`src/sv/pbas_pkg.sv`:
```
// ----------------------------------------------------------------------------
// Page boundary access split - package
// Widths, reset values, sequencer states and the divider interface types.
// ----------------------------------------------------------------------------
package pbas_pkg;

   localparam int ADDR_W      = 32;
   localparam int PS_W        = 13;
   localparam int LEN_W       = 8;
   localparam int PAGE_W      = 29;
   localparam int OFF_W       = 12;
   localparam int REQ_TDATA_W = 40;
   localparam int RSP_TDATA_W = 56;
   localparam int RSP_PAD_W   = RSP_TDATA_W - PAGE_W - OFF_W - LEN_W;

   localparam int unsigned MAX_PAGE_SIZE_DEF = 4096;

   localparam logic [PS_W-1:0] PAGE_SIZE_RESET = 13'd32;
   localparam logic [PS_W-1:0] PS_MIN          = 13'd8;

   localparam int DIV_STEPS = ADDR_W;
   localparam int DIV_CNT_W = $clog2(DIV_STEPS);

   typedef enum logic [1:0] {
      ST_IDLE,
      ST_DIVIDE,
      ST_EMIT
   } pbas_state_type;

   typedef struct packed {
      logic              start;
      logic [ADDR_W-1:0] dividend;
      logic [PS_W-1:0]   divisor;
   } pbas_div_ctrl_type;

   typedef struct packed {
      logic              done;
      logic [ADDR_W-1:0] quotient;
      logic [PS_W-1:0]   remainder;
   } pbas_div_stat_type;

endpackage

```
`src/sv/page_boundary_access_split.sv`:
```
// ----------------------------------------------------------------------------
// Page boundary access split - top level
// Splits one access into one item per page touched.
//
//   port group  dir  contents
//   req_*       in   tdata: address[31:0], access_length[39:32]; tuser: wide
//   rsp_*       out  tdata: page_number, page_offset, segment_length; tlast
//   csr_*       in   page_size write, 13 bits
//
// An item is taken, the divider runs its 32 quotient-bit steps and the quotient
// is picked up; then the segments are registered in turn, each held while
// rsp_tready is low. req_tready is low until the last segment is in the result
// register. The next item is taken while that last segment still waits.
// Synchronous reset sets page_size to 32 and empties the result register.
// ----------------------------------------------------------------------------
module page_boundary_access_split #(
   parameter int unsigned MAX_PAGE_SIZE = pbas_pkg::MAX_PAGE_SIZE_DEF
) (
   input  logic                              clock,
   input  logic                              reset,
   input  logic                              req_tvalid,
   output logic                              req_tready,
   // [31:0] address, [39:32] access_length
   input  logic [pbas_pkg::REQ_TDATA_W-1:0]  req_tdata,
   // [0] register_is_wide
   input  logic                              req_tuser,
   output logic                              rsp_tvalid,
   input  logic                              rsp_tready,
   // [28:0] page_number, [40:29] page_offset, [48:41] segment_length, rest 0
   output logic [pbas_pkg::RSP_TDATA_W-1:0]  rsp_tdata,
   output logic                              rsp_tlast,
   input  logic                              csr_wr_en,
   input  logic [pbas_pkg::PS_W-1:0]         csr_wr_data
);
   import pbas_pkg::*;

   pbas_div_ctrl_type div_ctrl;
   pbas_div_stat_type div_stat;

   pbas_seq #(
      .MAX_PAGE_SIZE (MAX_PAGE_SIZE)
   ) u_seq (
      .clock       (clock),
      .reset       (reset),
      .req_tvalid  (req_tvalid),
      .req_tready  (req_tready),
      .req_tdata   (req_tdata),
      .req_tuser   (req_tuser),
      .rsp_tvalid  (rsp_tvalid),
      .rsp_tready  (rsp_tready),
      .rsp_tdata   (rsp_tdata),
      .rsp_tlast   (rsp_tlast),
      .csr_wr_en   (csr_wr_en),
      .csr_wr_data (csr_wr_data),
      .div_ctrl    (div_ctrl),
      .div_stat    (div_stat)
   );

   pbas_div u_div (
      .clock    (clock),
      .reset    (reset),
      .div_ctrl (div_ctrl),
      .div_stat (div_stat)
   );

endmodule

```
`src/sv/pbas_div.sv`:
```
// ----------------------------------------------------------------------------
// Page boundary access split - serial divider
// Restoring divider, one quotient bit per cycle.
// ----------------------------------------------------------------------------
module pbas_div (
   input  logic                       clock,
   input  logic                       reset,
   input  pbas_pkg::pbas_div_ctrl_type div_ctrl,
   output pbas_pkg::pbas_div_stat_type div_stat
);
   import pbas_pkg::*;

   logic                 busy_ff, busy_in;
   logic                 done_ff, done_in;
   logic [DIV_CNT_W-1:0] cnt_ff, cnt_in;
   logic [ADDR_W-1:0]    quo_ff, quo_in;
   logic [PS_W-1:0]      rem_ff, rem_in;
   logic [PS_W-1:0]      dvs_ff, dvs_in;

   logic [PS_W:0]        trial;
   logic [PS_W+1:0]      diff;
   logic                 fits;

   // partial remainder stays below the divisor, so PS_W bits hold it
   assign trial = {rem_ff, quo_ff[ADDR_W-1]};
   assign diff  = {1'b0, trial} - {2'b00, dvs_ff};
   assign fits  = ~diff[PS_W+1];

   always_comb begin
      busy_in = busy_ff;
      done_in = 1'b0;
      cnt_in  = cnt_ff;
      quo_in  = quo_ff;
      rem_in  = rem_ff;
      dvs_in  = dvs_ff;
      if (div_ctrl.start) begin
         busy_in = 1'b1;
         cnt_in  = '0;
         quo_in  = div_ctrl.dividend;
         rem_in  = '0;
         dvs_in  = div_ctrl.divisor;
      end else if (busy_ff) begin
         quo_in = {quo_ff[ADDR_W-2:0], fits};
         rem_in = fits ? diff[PS_W-1:0] : trial[PS_W-1:0];
         cnt_in = cnt_ff + 1'b1;
         if (cnt_ff == DIV_CNT_W'(DIV_STEPS - 1)) begin
            busy_in = 1'b0;
            done_in = 1'b1;
         end
      end
   end

   always_ff @(posedge clock) begin
      if (reset) begin
         busy_ff <= 1'b0;
         done_ff <= 1'b0;
         cnt_ff  <= '0;
      end else begin
         busy_ff <= busy_in;
         done_ff <= done_in;
         cnt_ff  <= cnt_in;
      end
      quo_ff <= quo_in;
      rem_ff <= rem_in;
      dvs_ff <= dvs_in;
   end

   assign div_stat.done      = done_ff;
   assign div_stat.quotient  = quo_ff;
   assign div_stat.remainder = rem_ff;

endmodule

```
`src/sv/pbas_seq.sv`:
```
// ----------------------------------------------------------------------------
// Page boundary access split - sequencer
// Holds the page size register, starts the divider per item and walks the
// access one page per cycle into the result register, holding while it is full.
// ----------------------------------------------------------------------------
module pbas_seq #(
   parameter int unsigned MAX_PAGE_SIZE = pbas_pkg::MAX_PAGE_SIZE_DEF
) (
   input  logic                              clock,
   input  logic                              reset,
   input  logic                              req_tvalid,
   output logic                              req_tready,
   input  logic [pbas_pkg::REQ_TDATA_W-1:0]  req_tdata,
   input  logic                              req_tuser,
   output logic                              rsp_tvalid,
   input  logic                              rsp_tready,
   output logic [pbas_pkg::RSP_TDATA_W-1:0]  rsp_tdata,
   output logic                              rsp_tlast,
   input  logic                              csr_wr_en,
   input  logic [pbas_pkg::PS_W-1:0]         csr_wr_data,
   output pbas_pkg::pbas_div_ctrl_type       div_ctrl,
   input  pbas_pkg::pbas_div_stat_type       div_stat
);
   import pbas_pkg::*;

   pbas_state_type           state_ff, state_in;
   logic [PS_W-1:0]          page_size_ff, page_size_in;
   logic [PS_W-1:0]          ps_ff, ps_in;
   logic [LEN_W-1:0]         len_ff, len_in;
   logic [PAGE_W-1:0]        page_ff, page_in;
   logic [PS_W-1:0]          off_ff, off_in;
   logic [LEN_W-1:0]         remain_ff, remain_in;
   logic                     first_ff, first_in;
   logic                     rsp_valid_ff, rsp_valid_in;
   logic [RSP_TDATA_W-1:0]   rsp_data_ff, rsp_data_in;
   logic                     rsp_last_ff, rsp_last_in;

   logic [PS_W-1:0]          ps_clamped;
   logic [PS_W-1:0]          avail;
   logic [LEN_W-1:0]         seg_len;
   logic [LEN_W-1:0]         rem_next;
   logic                     seg_last;
   logic                     slot_free;
   logic                     req_take;
   logic [ADDR_W-1:0]        addr_sel;

   always_comb begin
      if (page_size_ff < PS_MIN)
         ps_clamped = PS_MIN;
      else if (32'(page_size_ff) > MAX_PAGE_SIZE)
         ps_clamped = PS_W'(MAX_PAGE_SIZE);
      else
         ps_clamped = page_size_ff;
   end

   assign req_tready = (state_ff == ST_IDLE);
   assign req_take   = req_tvalid & req_tready;
   assign addr_sel   = req_tuser ? req_tdata[ADDR_W-1:0]
                                 : {{(ADDR_W-8){1'b0}}, req_tdata[7:0]};
   assign slot_free  = ~rsp_valid_ff | rsp_tready;

   // segment in hand: first one runs from the offset, later ones whole pages but the last
   assign avail = ps_ff - off_ff;
   always_comb begin
      seg_len  = '0;
      seg_last = 1'b1;
      rem_next = remain_ff;
      if (first_ff) begin
         if (avail >= {{(PS_W-LEN_W){1'b0}}, len_ff}) begin
            seg_len = len_ff;
         end else begin
            seg_len  = avail[LEN_W-1:0];
            seg_last = 1'b0;
            rem_next = len_ff - avail[LEN_W-1:0];
         end
      end else begin
         if ({{(PS_W-LEN_W){1'b0}}, remain_ff} > ps_ff) begin
            seg_len  = ps_ff[LEN_W-1:0];
            seg_last = 1'b0;
            rem_next = remain_ff - ps_ff[LEN_W-1:0];
         end else begin
            seg_len = remain_ff;
         end
      end
   end

   always_comb begin
      state_in          = state_ff;
      page_size_in      = csr_wr_en ? csr_wr_data : page_size_ff;
      ps_in             = ps_ff;
      len_in            = len_ff;
      page_in           = page_ff;
      off_in            = off_ff;
      remain_in         = remain_ff;
      first_in          = first_ff;
      rsp_valid_in      = rsp_valid_ff & ~rsp_tready;
      rsp_data_in       = rsp_data_ff;
      rsp_last_in       = rsp_last_ff;
      div_ctrl.start    = 1'b0;
      div_ctrl.dividend = addr_sel;
      div_ctrl.divisor  = ps_clamped;
      unique case (state_ff)
         ST_IDLE: begin
            if (req_take) begin
               div_ctrl.start = 1'b1;
               ps_in          = ps_clamped;
               len_in         = req_tdata[REQ_TDATA_W-1:ADDR_W];
               state_in       = ST_DIVIDE;
            end
         end
         ST_DIVIDE: begin
            if (div_stat.done) begin
               page_in  = div_stat.quotient[PAGE_W-1:0];
               off_in   = div_stat.remainder;
               first_in = 1'b1;
               state_in = ST_EMIT;
            end
         end
         ST_EMIT: begin
            if (slot_free) begin
               rsp_valid_in = 1'b1;
               rsp_data_in  = {{RSP_PAD_W{1'b0}}, seg_len, off_ff[OFF_W-1:0], page_ff};
               rsp_last_in  = seg_last;
               page_in      = page_ff + 1'b1;
               off_in       = '0;
               first_in     = 1'b0;
               remain_in    = rem_next;
               if (seg_last)
                  state_in = ST_IDLE;
            end
         end
         default: state_in = ST_IDLE;
      endcase
   end

   always_ff @(posedge clock) begin
      if (reset) begin
         state_ff     <= ST_IDLE;
         page_size_ff <= PAGE_SIZE_RESET;
         rsp_valid_ff <= 1'b0;
      end else begin
         state_ff     <= state_in;
         page_size_ff <= page_size_in;
         rsp_valid_ff <= rsp_valid_in;
      end
      ps_ff       <= ps_in;
      len_ff      <= len_in;
      page_ff     <= page_in;
      off_ff      <= off_in;
      remain_ff   <= remain_in;
      first_ff    <= first_in;
      rsp_data_ff <= rsp_data_in;
      rsp_last_ff <= rsp_last_in;
   end

   assign rsp_tvalid = rsp_valid_ff;
   assign rsp_tdata  = rsp_data_ff;
   assign rsp_tlast  = rsp_last_ff;

endmodule

```
`config.mk`:
```
export PLATFORM = sky130hd
export DESIGN_NAME = page_boundary_access_split
export DESIGN_NICKNAME = d
export VERILOG_FILES = /design/src/sv/pbas_pkg.sv /design/src/sv/page_boundary_access_split.sv /design/src/sv/pbas_div.sv /design/src/sv/pbas_seq.sv
export SDC_FILE = /design/constraint.sdc
export NUM_CORES = 1
export LEC_CHECK = 0
export ABC_AREA = 1
export BUFFER_PORTS_ARGS = -buffer_cell sky130_fd_sc_hd__buf_2
export CORE_MARGIN = 2
export CORE_UTILIZATION = 60
export CTS_BUF_LIST = sky130_fd_sc_hd__clkbuf_8
export DETAILED_ROUTE_END_ITERATION = 12
export PLACE_DENSITY = 0.82
export SETUP_SLACK_MARGIN = 0.5
export SLEW_MARGIN = 10
export SYNTH_ARGS = -nofsm -noshare
export SYNTH_HDL_FRONTEND = slang
export SYNTH_HIERARCHICAL = 1
export SYNTH_SLANG_ARGS = --single-unit
```
`constraint.sdc`:
```
create_clock -name clock -period 5.6 [get_ports clock]
set_input_delay 0.28 -clock clock [delete_from_list [all_inputs] [get_ports clock]]
set_output_delay 0.28 -clock clock [all_outputs]
set_load 0.02 [all_outputs]
```
==> flow_summary.toml <==
[setup_path]
timing.critical_path.required_ps = 5750
cp_startpoint_kind = "flip-flop"
critical-path-top-cell-by-count = "sky130_fd_sc_hd__nand3_1"
worstPathCellList = "inv_1, ha_1, inv_1, fa_1, nand3_1, or2_1, nand3_2, xnor2_1, inv_1, ha_1, nand3_1, nor4_1, nand3_1, nand3_1, nor2_1, nand3_1, and2_1, nor2_1"
capture_instance_of_the_worst_register_to_register_path = "u_seq/remain_ff[6]"
cp_data_arrival_time_ps = 4180
timing.critical_path.slowest_cell_delay_ps = 580
worst-setup-path-type = "flip-flop to flip-flop"
path_max_fanout = 8
rr_startpoint = "u_seq/ps_ff[0]"
worstRegToRegCells = 18
crit_slowest_cell = "sky130_fd_sc_hd__nor2_1"
timing.critical_path.to_type = "flip-flop"
worst-r2r-setup-slack_ps = 1570

[drt]
firstDrtPassIters = 6
route.detailed.vias_per_inst = 5.37
route.vias.total = 9055
route.final.wire_length_um = 27300
drtAntennaViolNets = 0
post_drt_wl_per_cell_um = 16.2
detailedRoute.firstIterationViolations = 799
drc = 0

[synth]
synth-compound-area-share_pct = 6.50
postSynthRegisterBits = 203
synth.mux.area_fraction_pct = 0.0885
avgSynthCellArea_um2 = 8.67
syn_area_um2 = 11300
synthesis.yosys.warnings = 6
ys_types = 54
synth_xor_xnor_area_share_pct = 2.63
synth-simple-area-share_pct = 24.0
synth-edff-count = 167
async_flop_share_pct = 0
synthFlopType = "sky130_fd_sc_hd__edfxtp_1"
synth-adder-area-share_pct = 6.35
synth_top_family_by_area = "simple AND/OR/NAND/NOR gates"
ys_seq_area_share_pct = 50.7
post_synth_inst_count = 1305

[global_route]
grt_overflow = 0
first_global_vias = 8351
pin_count_of_the_biggest_net_entering_global_routing = 61
grt_first_pass_wirelength_um = 42600
antenna_violations_before_repair = 0
global_route.usage.total_pct = 27.2

[timing]
timing.setup.tns_ps = 0
transition_time_at_the_pin_with_the_least_slew_margin_ps = 1110
final_count_of_pins_violating_max_slew = 0
min_period_over_period_pct = 72.0
final_number_of_setup_violating_endpoints = 0
finalWorstPathRequiredPeriod_ps = 4030
fmax_mhz = 248
slew_headroom_pct = 25.8
hold_viol_final = 0
grt_setup_unrepaired = "false"
finalHoldWorstSlack_ps = 50.2
finalClockSkew_ps = 45.7

[floorplanning]
die_area_um2 = 20000
chip_height_um = 141
top_level_ports = 118
fp-row-count = 50
fp.coreArea_um2 = 18600
die-width_um = 141
floorplan.initialDensity_pct = 60.9

[placed_design]
buffers_added_on_ports = 110
dp_hpwl_um = 19700
place.gp.congestion = 0.906

[job]
number_of_max_capacitance_violations_reported = 0

[clock_network]
cts-buffers-inserted = 36
clk_latency_ps = 540
clk_transition_reported_paths_ps = 60
clock_tree.root_cell = "sky130_fd_sc_hd__clkbuf_8"
cts.repair_timing.setup_buffer_count = 0
clock_net_sink_count = 203
cts-htree-levels = 2
clock_tree_from_tritoncts = "yes"
largest_buffer_count_on_any_clock_path = 3

[layout]
final_common_cell = "sky130_fd_sc_hd__nand2_1"
area_growth_pct = 12.5
share_of_final_layout_standard_cells_stronger_than_drive_strength_1_pct = 14.4
layout_common_cells = "sky130_fd_sc_hd__nand2_1, sky130_fd_sc_hd__inv_1, sky130_fd_sc_hd__edfxtp_1, sky130_fd_sc_hd__buf_2, sky130_fd_sc_hd__nor2_1"
finalNetCount = 1543
antenna-diode-count = 0

[hold_path]
worstHoldPathType = "input pin to flip-flop"
hp-start = "req_tdata[6]"
min_path_cells = 3
whs_endpoint = "u_div/quo_ff[6]"

[pwr]
p_per_area_nw_per_um2 = 328
static-leakage-power_nw = 6.04
vdd_drop_max_mv = 0.272

[outcome]
run_status = "completed"
## cell type report
type | count | area [µm²]
clock inverters | 24 | 139
repair buffers | 128 | 718
flip-flops and latches | 203 | 5740
multi-input cells | 843 | 4510
clock buffers | 37 | 509
well taps | 234 | 293
fillers | 1485 | 5860
inverters | 217 | 815
## worst max path at each step
stage                          to               from  slack [ps]  cells past startpoint
2_1_floorplan      u_seq/first_ff  u_seq/state_ff[1]        1050                      6
3_3_place_gp   u_seq/remain_ff[6]     u_seq/ps_ff[0]        1910                     18
3_5_place_dp   u_seq/remain_ff[4]     u_seq/ps_ff[0]        1650                     18
4_1_cts        u_seq/remain_ff[4]     u_seq/ps_ff[0]        1620                     18
5_1_grt        u_seq/remain_ff[4]     u_seq/ps_ff[0]        1300                     18
6_report       u_seq/remain_ff[6]     u_seq/ps_ff[0]        1570                     18
## synth_stat cells (3+ instances only)
cell,n,area share [%]
sky130_fd_sc_hd__nand2_1,384,13
sky130_fd_sc_hd__inv_1,210,7.0
sky130_fd_sc_hd__edfxtp_1,167,44
sky130_fd_sc_hd__nor2_1,81,2.7
sky130_fd_sc_hd__nand3_1,62,2.7
sky130_fd_sc_hd__a21oi_1,55,2.4
sky130_fd_sc_hd__ha_1,51,5.6
sky130_fd_sc_hd__o21ai_0,43,1.9
sky130_fd_sc_hd__dfxtp_1,36,6.4
sky130_fd_sc_hd__xor2_1,24,1.9
sky130_fd_sc_hd__nand4_1,22,1.2
sky130_fd_sc_hd__clkbuf_1,21,0.70
sky130_fd_sc_hd__buf_4,17,1.1
sky130_fd_sc_hd__o21ai_1,15,0.66
sky130_fd_sc_hd__nor3_1,13,0.58
sky130_fd_sc_hd__nand3_2,10,0.88
sky130_fd_sc_hd__xnor2_1,10,0.77
sky130_fd_sc_hd__inv_2,6,0.20
sky130_fd_sc_hd__nand2_2,6,0.33
sky130_fd_sc_hd__a31oi_1,5,0.28
sky130_fd_sc_hd__nand3b_1,5,0.33
sky130_fd_sc_hd__nor2_4,5,0.50
sky130_fd_sc_hd__fa_1,4,0.71
sky130_fd_sc_hd__nor2_2,4,0.22
sky130_fd_sc_hd__nor4_1,4,0.22
sky130_fd_sc_hd__and2_1,3,0.17
sky130_fd_sc_hd__buf_2,3,0.13
sky130_fd_sc_hd__buf_6,3,0.30
sky130_fd_sc_hd__nor3b_1,3,0.20
## sequential cells by signal (all words and copies together), names as in the netlist, 8 cells and up
| register | count |
|---|---|
| u_seq/ps_ff | 13 |
| u_seq/len_ff | 8 |
| u_div/rem_ff | 13 |
| u_seq/rsp_tdata | 49 |
| u_seq/remain_ff | 8 |
| u_seq/page_ff | 29 |
| u_div/quo_ff | 32 |
| u_seq/page_size_ff | 13 |
| u_seq/off_ff | 13 |
| u_div/dvs_ff | 13 |
## logic make-up (layout without fill, tap and decap cells)
family                     after synthesis  count (layout)
and+or+nand+nor                        613             613
buffers and inverters                  265             406
DFF                                    203             203
AOI/OAI and AO/OA                      133             133
adders and majority gates               55              55
xor gates and xnor gates                34              34
other                                    1               7
muxes                                    1               1
## layer usage
metal	track usage, %	up-vias	part of all wire, %
li1	-	4448	-
met1	37.8	4197	44
met2	42.9	345	46
met3	4.83	65	6.9
met4	10.5	0	3.1
met5	0	-	0
## timing repair
item / CTS / global route
gates resized for setup: 0 / 0
hold endpoints to repair: 13 / 0
hold buffers: 13 / 0
## stage by stage
step / area, µm² / power, mW / utilization (%) / std cells / setup slack, ps
6_report: 12700 / 4.18 / 68.5 / 1686 / 1570
5_1_grt: 12700 / 4.42 / 68.5 / 1686 / 1300
4_1_cts: 12700 / 4.19 / 68.5 / 1686 / 1620
3_5_place_dp: 11900 / 2.91 / 64.3 / 1612 / 1650
3_3_place_gp: 11900 / 2.88 / 64.3 / 1612 / 1910
2_1_floorplan: 11300 / 2.69 / - / 1311 / 1050
## power by group
part | total, mW | switching [mW] | internal (mW) | leakage (nW)
Combinational | 1.06 | 0.686 | 0.369 | 3.82
Clock | 1.27 | 0.609 | 0.663 | 0.364
Sequential | 1.85 | 0.0844 | 1.77 | 1.86
Total | 4.18 | 1.38 | 2.80 | 6.04
## worst max-delay path, delay by kind of cell (launching register included)
family / cells / cell delay, ps
flops: 1 / 400
buf+inv: 3 / 300
simple gates: 11 / 1700
fa+ha+maj: 3 / 950
xor+xnor: 1 / 300
(Power assumes the default switching activity.)
